--- config.mk ---
export PLATFORM = sky130hd
export DESIGN_NAME = gmbc_ctrl
export DESIGN_NICKNAME = d
export VERILOG_FILES = /design/src/rtl/gmbc_pkg.sv /design/src/rtl/gmbc_ctrl.sv
export SDC_FILE = /design/constraint.sdc
export NUM_CORES = 1
export LEC_CHECK = 0
export BUFFER_PORTS_ARGS = -buffer_cell sky130_fd_sc_hd__buf_2
export CAP_MARGIN = 20
export CORE_MARGIN = 10
export CORE_UTILIZATION = 52
export DETAILED_ROUTE_END_ITERATION = 7
export PLACE_DENSITY = 0.85
export SYNTH_ARGS = -nofsm -noshare
export SYNTH_HDL_FRONTEND = slang
export SYNTH_SLANG_ARGS = --single-unit
--- constraint.sdc ---
create_clock -name clk -period 2.9 [get_ports clk]
set_input_delay 0.29 -clock clk [delete_from_list [all_inputs] [get_ports clk]]
set_output_delay 0.29 -clock clk [all_outputs]
set_load 0.03 [all_outputs]
--- src/rtl/gmbc_pkg.sv ---
// Shared types and constants for the grid minimum black cell path block.
// No dependencies; imported by the controller, datapath and top level.
package gmbc_pkg;

    localparam int MAX_SIDE = 64;
    localparam int SIDE_W   = 7;
    localparam int CELL_N   = MAX_SIDE * MAX_SIDE;
    localparam int CELL_AW  = $clog2(CELL_N);
    localparam int DIST_W   = 13;
    localparam logic [DIST_W-1:0] DIST_MAX = {DIST_W{1'b1}};

    typedef enum logic [2:0] {
        RS_LEFT  = 3'd0,
        RS_RIGHT = 3'd1,
        RS_UP    = 3'd2,
        RS_DOWN  = 3'd3,
        RS_SELF  = 3'd4,
        RS_LAST  = 3'd5
    } rsel_t;

    typedef struct packed {
        logic  load_wr;
        logic  idx_rst;
        logic  idx_adv;
        logic  init_wr;
        logic  best_clr;
        logic  fold_en;
        rsel_t fold_sel;
        rsel_t rd_sel;
        logic  upd;
        logic  chg_clr;
        logic  res_cap;
    } cmd_t;

    typedef struct packed {
        logic ld_last;
        logic idx_last;
        logic changed;
    } sts_t;

endpackage

--- src/rtl/gmbc_ctrl.sv ---
// Sequencer for loading, distance init, relaxation sweeps and result hand-off.
// Depends on gmbc_pkg; drives gmbc_datapath through cmd_t.
module gmbc_ctrl (
    input  logic          clk,
    input  logic          rst_n,
    input  logic          in_valid,
    output logic          in_ready,
    output logic          out_valid,
    input  logic          out_ready,
    input  gmbc_pkg::sts_t sts,
    output gmbc_pkg::cmd_t cmd
);
    import gmbc_pkg::*;

    typedef enum logic [9:0] {
        ST_LOAD     = 10'b00_0000_0001,
        ST_INIT     = 10'b00_0000_0010,
        ST_RD_L     = 10'b00_0000_0100,
        ST_RD_R     = 10'b00_0000_1000,
        ST_RD_U     = 10'b00_0001_0000,
        ST_RD_D     = 10'b00_0010_0000,
        ST_RD_S     = 10'b00_0100_0000,
        ST_UPD      = 10'b00_1000_0000,
        ST_RES_RD   = 10'b01_0000_0000,
        ST_RES_WAIT = 10'b10_0000_0000
    } state_t;

    state_t state_reg, state_next;
    logic   out_valid_reg, out_valid_next;

    assign in_ready  = (state_reg == ST_LOAD);
    assign out_valid = out_valid_reg;

    always_comb
    begin
        state_next     = state_reg;
        out_valid_next = out_valid_reg && !out_ready;
        cmd            = '0;
        cmd.rd_sel     = RS_SELF;
        cmd.fold_sel   = RS_SELF;
        unique case (state_reg)
            ST_LOAD:
            begin
                if (in_valid)
                begin
                    cmd.load_wr = 1'b1;
                    if (sts.ld_last)
                    begin
                        cmd.idx_rst = 1'b1;
                        state_next  = ST_INIT;
                    end
                end
            end
            ST_INIT:
            begin
                cmd.init_wr = 1'b1;
                if (sts.idx_last)
                begin
                    cmd.idx_rst = 1'b1;
                    cmd.chg_clr = 1'b1;
                    state_next  = ST_RD_L;
                end
                else
                begin
                    cmd.idx_adv = 1'b1;
                end
            end
            ST_RD_L:
            begin
                cmd.rd_sel   = RS_LEFT;
                cmd.best_clr = 1'b1;
                state_next   = ST_RD_R;
            end
            ST_RD_R:
            begin
                cmd.rd_sel   = RS_RIGHT;
                cmd.fold_en  = 1'b1;
                cmd.fold_sel = RS_LEFT;
                state_next   = ST_RD_U;
            end
            ST_RD_U:
            begin
                cmd.rd_sel   = RS_UP;
                cmd.fold_en  = 1'b1;
                cmd.fold_sel = RS_RIGHT;
                state_next   = ST_RD_D;
            end
            ST_RD_D:
            begin
                cmd.rd_sel   = RS_DOWN;
                cmd.fold_en  = 1'b1;
                cmd.fold_sel = RS_UP;
                state_next   = ST_RD_S;
            end
            ST_RD_S:
            begin
                cmd.rd_sel   = RS_SELF;
                cmd.fold_en  = 1'b1;
                cmd.fold_sel = RS_DOWN;
                state_next   = ST_UPD;
            end
            ST_UPD:
            begin
                cmd.upd = 1'b1;
                if (sts.idx_last)
                begin
                    cmd.idx_rst = 1'b1;
                    cmd.chg_clr = 1'b1;
                    // the update this cycle may still set changed
                    state_next  = sts.changed ? ST_RD_L : ST_RES_RD;
                end
                else
                begin
                    cmd.idx_adv = 1'b1;
                    state_next  = ST_RD_L;
                end
            end
            ST_RES_RD:
            begin
                cmd.rd_sel = RS_LAST;
                state_next = ST_RES_WAIT;
            end
            ST_RES_WAIT:
            begin
                cmd.rd_sel = RS_LAST;
                if (!out_valid_reg || out_ready)
                begin
                    cmd.res_cap    = 1'b1;
                    out_valid_next = 1'b1;
                    state_next     = ST_LOAD;
                end
            end
            default:
            begin
                state_next = ST_LOAD;
            end
        endcase
    end

    always_ff @(posedge clk or negedge rst_n)
    begin
        if (!rst_n)
        begin
            state_reg     <= ST_LOAD;
            out_valid_reg <= 1'b0;
        end
        else
        begin
            state_reg     <= state_next;
            out_valid_reg <= out_valid_next;
        end
    end

endmodule

==> flow_summary.ini, run 1 <==
[drt]
routed_via_density = 6.148
drc = 0
vias = 750
wirelength_mm = 1.933
wl_per_cell_um = 15.84
antenna_left = 0
firstDrtPassIters = 5
dr.first_iter.drc_count = 20

[worst_setup_path]
endpoint_kind = output port
crit_path_top_delay_cell = or4_4
r2r_start = state_reg[5]
critical_path_class = flip-flop to output port
crit_family = simple AND/OR/NAND/NOR gates
critPathBufInv = 1
cp_max_fo = 10
slowest_delay_ns = 0.57
cp.required_ns = 2.61
startpoint = state_reg[5]
crit_path_frequent_cell = or4_4
worstPathArrival_ns = 2.30
critPathLaunchType = flip-flop
cp_cell_sequence = or4_4 > or4_4 > nor2_4 > a311o_1 > buf_2

[finish]
drive_gt1_share_pct = 33.64
layout_commonest_cell = buf_2
nets = 115
syn2layout_area_growth_pct = 21.16
largest_register_ffs = 10
most-common-layout-cells = buf_2, dfrtp_1, nor4_1, inv_1
diodes = 0
utilization_pct = 67.43
fin_cells = 122

[cts]
clockBufferDepth = 2
cts_setup_buffers = 0
clockRootBuffer = clkbuf_4
cts_max_level = 1
clock-sinks = 11
clkSlewWorstSetupHoldPaths_ns = 0.08
clkLatencyLatePin_ns = 0.28
cts_resized = 0
cts_tree = done
numCtsBuffers = 3

[timing]
fin_tns_setup_ns = 0
drv_slew = 0
timing.fmax_mhz = 385.8
fin_skew_ns = 0.007231
tightest_slew_ns = 0.4736
setup_slack_ns = 0.3083
period_needed_ns = 2.592
rsz0062_at_grt = no
post-route-period-util_pct = 89.37
relSlewSlack_pct = 68.14
hold_viol_final = 0
setup_viol = 0

[global_routing]
busiest_layer = met2
grt.met1_usage_pct = 12.06
use_met2_pct = 18.87
grt_pass1_wl_mm = 3.180
grt.met3_usage_pct = 6.858
grtUsageTotal_pct = 11.77
grt_max_degree = 12
first_global_vias = 737
antenna_found_initial = 0
grt_overflow_total = 0

[placed_design]
dp.cells = 117
port_buffers = 23
dpl.hpwl_mm = 1.485
place_ws_ns = 0.6165
place_congestion = 0.9071

[logic_synthesis]
synth_nets = 88
synth_flop_cell = dfrtp_1
avgSynthCellArea_um2 = 9.052
syn_area_um2 = 733.2
synth-seq-cells = 11
synth-edff-count = 0
syn_inst = 81
ys_async_sr_fraction_pct = 100.0
ys_types = 36
yosysSeqAreaShare_pct = 37.71
ys_warn_count = 0

[die]
placementRows = 13
fp.dieW_um = 57.55
dieArea_um2 = 3312
boundaryPins = 24
core_area_um2 = 1318
start_util_pct = 55.65
die_y_um = 57.55

[pwr]
ir_drop_mv = 0.5049
p_per_area_nw_per_um2 = 648.7
p_leak_nw = 0.4398

[worst_hold_path]
hold_class = input pin to flip-flop
worstHoldStart = sts[0]

[job]
cap_viol_max_count = 0

[outcome]
status = completed
[layout make-up]
type / count / area, µm²
Fill cell: 113 / 429.2
Multi-Input combinational cell: 61 / 410.4
Sequential cell: 11 / 276.5
Timing Repair Buffer: 25 / 132.6
Clock buffer: 3 / 22.52
Inverter: 6 / 22.52
Tap cell: 15 / 18.77
Clock inverter: 1 / 5.005
[metrics by stage]
step / hold WS, ns / cell area (µm²) / total power [mW]
6_report: 0.1712 / 888.4 / 0.5763
5_1_grt: 0.1681 / 888.4 / 0.6115
4_1_cts: 0.1606 / 888.4 / 0.5778
3_5_place_dp: 0.1753 / 850.8 / 0.4640
2_1_floorplan: -0.005591 / 733.2 / 0.3976
3_3_place_gp: 0.1715 / 850.8 / 0.4596
[report_power, final]
group | total [mW] | switching [mW] | leakage [nW] | internal [mW]
clock | 0.109 | 0.0576 | 0.0177 | 0.0512
combinational | 0.266 | 0.171 | 0.273 | 0.0947
sequential | 0.201 | 0.0276 | 0.149 | 0.174
total | 0.576 | 0.257 | 0.440 | 0.320
[layer usage]
metal / vias to the layer above / routed length (µm)
met2: 41 / 892
met5: - / 0
li1: 354 / -
met4: 0 / 24
met3: 4 / 246
met1: 351 / 771
[cells by family (layout without fill, tap and decap cells)]
family	after synthesis	in the layout	synth area share, %
and+or+nand+nor	42	42	36.69
AOI/OAI and AO/OA	15	15	14.50
DFF	11	11	37.71
buffers and inverters	9	35	6.313
xor gates and xnor gates	4	4	4.779
[cells in the mapped netlist (3+ instances only)]
cell type,n,area [µm²]
and2_1,3,18.77
dfrtp_1,10,250.2
inv_1,6,22.52
nand2_1,5,18.77
nand2b_1,5,31.28
nor2b_1,3,18.77
nor3_1,5,25.02
nor4_1,6,37.54
o21ai_0,4,20.02
[path summary, 6_finish.rpt]
kind	end	slack, ns	cells after the start
max	cmd[3]	0.31	5
min	state_reg[8]	0.17	2
max reg2reg	state_reg[0]	0.94	4
min reg2reg	state_reg[6]	0.59	1
max in group asynchronous	state_reg[0]	2.22	2
min in group asynchronous	state_reg[5]	0.40	2
[what timing repair did]
| action | 4_1_cts | 5_1_grt |
|---|---|---|
| setup endpoints to repair | 0 | 0 |
| hold endpoints to repair | 10 | 0 |
| hold buffers | 1 | 0 |
Power figures use the tool's default switching activity.
==> run 2: changes to the inputs <==
CORE_MARGIN = not set   (was 10)
REMOVE_ABC_BUFFERS = 1   (was not set)
TNS_END_PERCENT = 50   (was not set)
==> run 2 against run 1 <==
Compared with the run above:
- first-iteration DRC count grew 25%
- critical path depth down 1
- global-route usage up 13 points
- clock skew down 0.0065 ns
- clock-buffer cell count unchanged
- largest cell class unchanged
- critical path type unchanged
- non-clock buffer count did not move
- highest routed layer unchanged
- clock power hardly changed
- combinational power barely moved
==> flow_summary.ini, run 2 (synthesized netlist as in run 1, its figures left out) <==
[drt]
dr.first_iter.drc_count = 25
vias = 725
routed_via_density = 5.943
wl_per_cell_um = 13.98
firstDrtPassIters = 4
antenna_left = 0
drc = 0
wirelength_mm = 1.705

[die]
fp.dieW_um = 39.55
dieArea_um2 = 1564
core_area_um2 = 1301
die_y_um = 39.55
start_util_pct = 56.35
placementRows = 13
boundaryPins = 24

[finish]
syn2layout_area_growth_pct = 21.16
nets = 115
nFillCells = 108
multi_input_area_um2 = 410.4
diodes = 0
seq_area_um2 = 276.5
largest_register_ffs = 10
layout_commonest_cell = buf_2
drive_gt1_share_pct = 33.64
fin_area_um2 = 888.4
fin_cells = 122
most-common-layout-cells = buf_2, dfrtp_1, nor4_1, inv_1

[global_routing]
grt_max_degree = 12
first_global_vias = 556
antenna_found_initial = 0
grt.met1_usage_pct = 35.09
grt.met3_usage_pct = 6.250
grtUsageTotal_pct = 24.49
grt_pass1_wl_mm = 2.504
use_met2_pct = 31.97
grt_overflow_total = 0
busiest_layer = met1

[pwr]
ir_drop_mv = 0.3720
p_seq_share_pct = 34.8
p_leak_nw = 0.4398
power.internal_mw = 0.3197
p_per_area_nw_per_um2 = 647.0
p_comb_share_pct = 45.8
power.share.clock_pct = 19.4
swShare_pct = 44.38
switchingPower_mw = 0.2551

[timing]
timing.fmax_mhz = 384.3
drv_slew = 0
rsz0062_at_grt = no
tightest_slew_ns = 0.5020
hold_viol_final = 0
fin_tns_setup_ns = 0
period_needed_ns = 2.602
post-route-period-util_pct = 89.74
fin_skew_ns = 0.0007254
setup_viol = 0
relSlewSlack_pct = 66.22
setup_slack_ns = 0.2977

[cts]
cts_resized = 0
clockBufferDepth = 2
clkLatencyLatePin_ns = 0.28
clockRootBuffer = clkbuf_4
numCtsBuffers = 3
cts_tree = done
cts_setup_buffers = 0
clock-sinks = 11
clkSlewWorstSetupHoldPaths_ns = 0.08
cts_max_level = 1

[worst_setup_path]
cp_max_fo = 10
worstPathArrival_ns = 2.31
regToRegSetupSlack_ns = 0.93
startpoint = state_reg[5]
critical_path_class = flip-flop to output port
reg2reg_depth = 4
endpoint_kind = output port
cp.required_ns = 2.61
critPathLaunchType = flip-flop
timing.rr.end = state_reg[0]
r2r_start = state_reg[5]
endpoint = cmd[9]

[job]
cap_viol_max_count = 0

[placed_design]
dpl.hpwl_mm = 1.266
place_ws_ns = 0.6156
placed_area_um2 = 850.8
place_congestion = 0.8324
port_buffers = 23
dp.cells = 117

[worst_hold_path]
hold_class = input pin to flip-flop

[outcome]
status = completed
[run 2: final cells by class]
| type | instances | share of cell area (%) |
|---|---|---|
| Multi-Input combinational cell | 61 | 46.20 |
| Sequential cell | 11 | 31.13 |
| Timing Repair Buffer | 25 | 14.93 |
| Clock buffer | 3 | 2.535 |
| Inverter | 6 | 2.535 |
| Tap cell | 15 | 2.113 |
| Clock inverter | 1 | 0.5634 |
[run 2: layer usage]
metal / vias to the layer above / share of wire [%]
li1: 349 / -
met1: 340 / 46
met2: 31 / 44
met3: 5 / 7.6
met4: 0 / 2.1
met5: - / 0
[run 2: worst min-delay path by stage]
| stage | start | endpoint | slack [ns] | cells after the start |
|---|---|---|---|---|
| final | sts[0] | state_reg[8] | 0.18 | 2 |
| after global routing | sts[0] | state_reg[8] | 0.19 | 2 |
| after CTS | sts[0] | state_reg[8] | 0.19 | 2 |
| after detailed placement | rst_n | state_reg[3] | 0.18 | 1 |
| after global placement | rst_n | state_reg[3] | 0.17 | 1 |
| after floorplan | rst_n | out_valid | -0.006 | 0 |
[run 2: through the flow]
step | util, % | total power, mW | hold WS (ns)
2_1_floorplan | - | 0.3963 | -0.005591
3_3_place_gp | 65.38 | 0.4567 | 0.1711
3_5_place_dp | 65.38 | 0.4620 | 0.1761
4_1_cts | 68.27 | 0.5707 | 0.1886
5_1_grt | 68.27 | 0.6062 | 0.1866
6_report | 68.27 | 0.5748 | 0.1849
[run 2: power by group through the flow]
stage / registers (mW) / logic (mW) / clock network (mW)
floorplan: 0.194 / 0.202 / 0
global placement: 0.200 / 0.257 / 0
detailed placement: 0.202 / 0.260 / 0
CTS: 0.199 / 0.262 / 0.109
global route: 0.203 / 0.284 / 0.119
finish: 0.200 / 0.263 / 0.111
[run 2: critical path, stage by stage (launching register included)]
cell	delay, ns
dfrtp_1	0.49
or4_4	0.57
or4_4	0.48
o22ai_2	0.25
buf_2	0.24
[run 2: what timing repair did]
action	CTS	global route
setup endpoints to repair	0	0
hold buffers	1	0
endpoints found under the hold margin	10	0
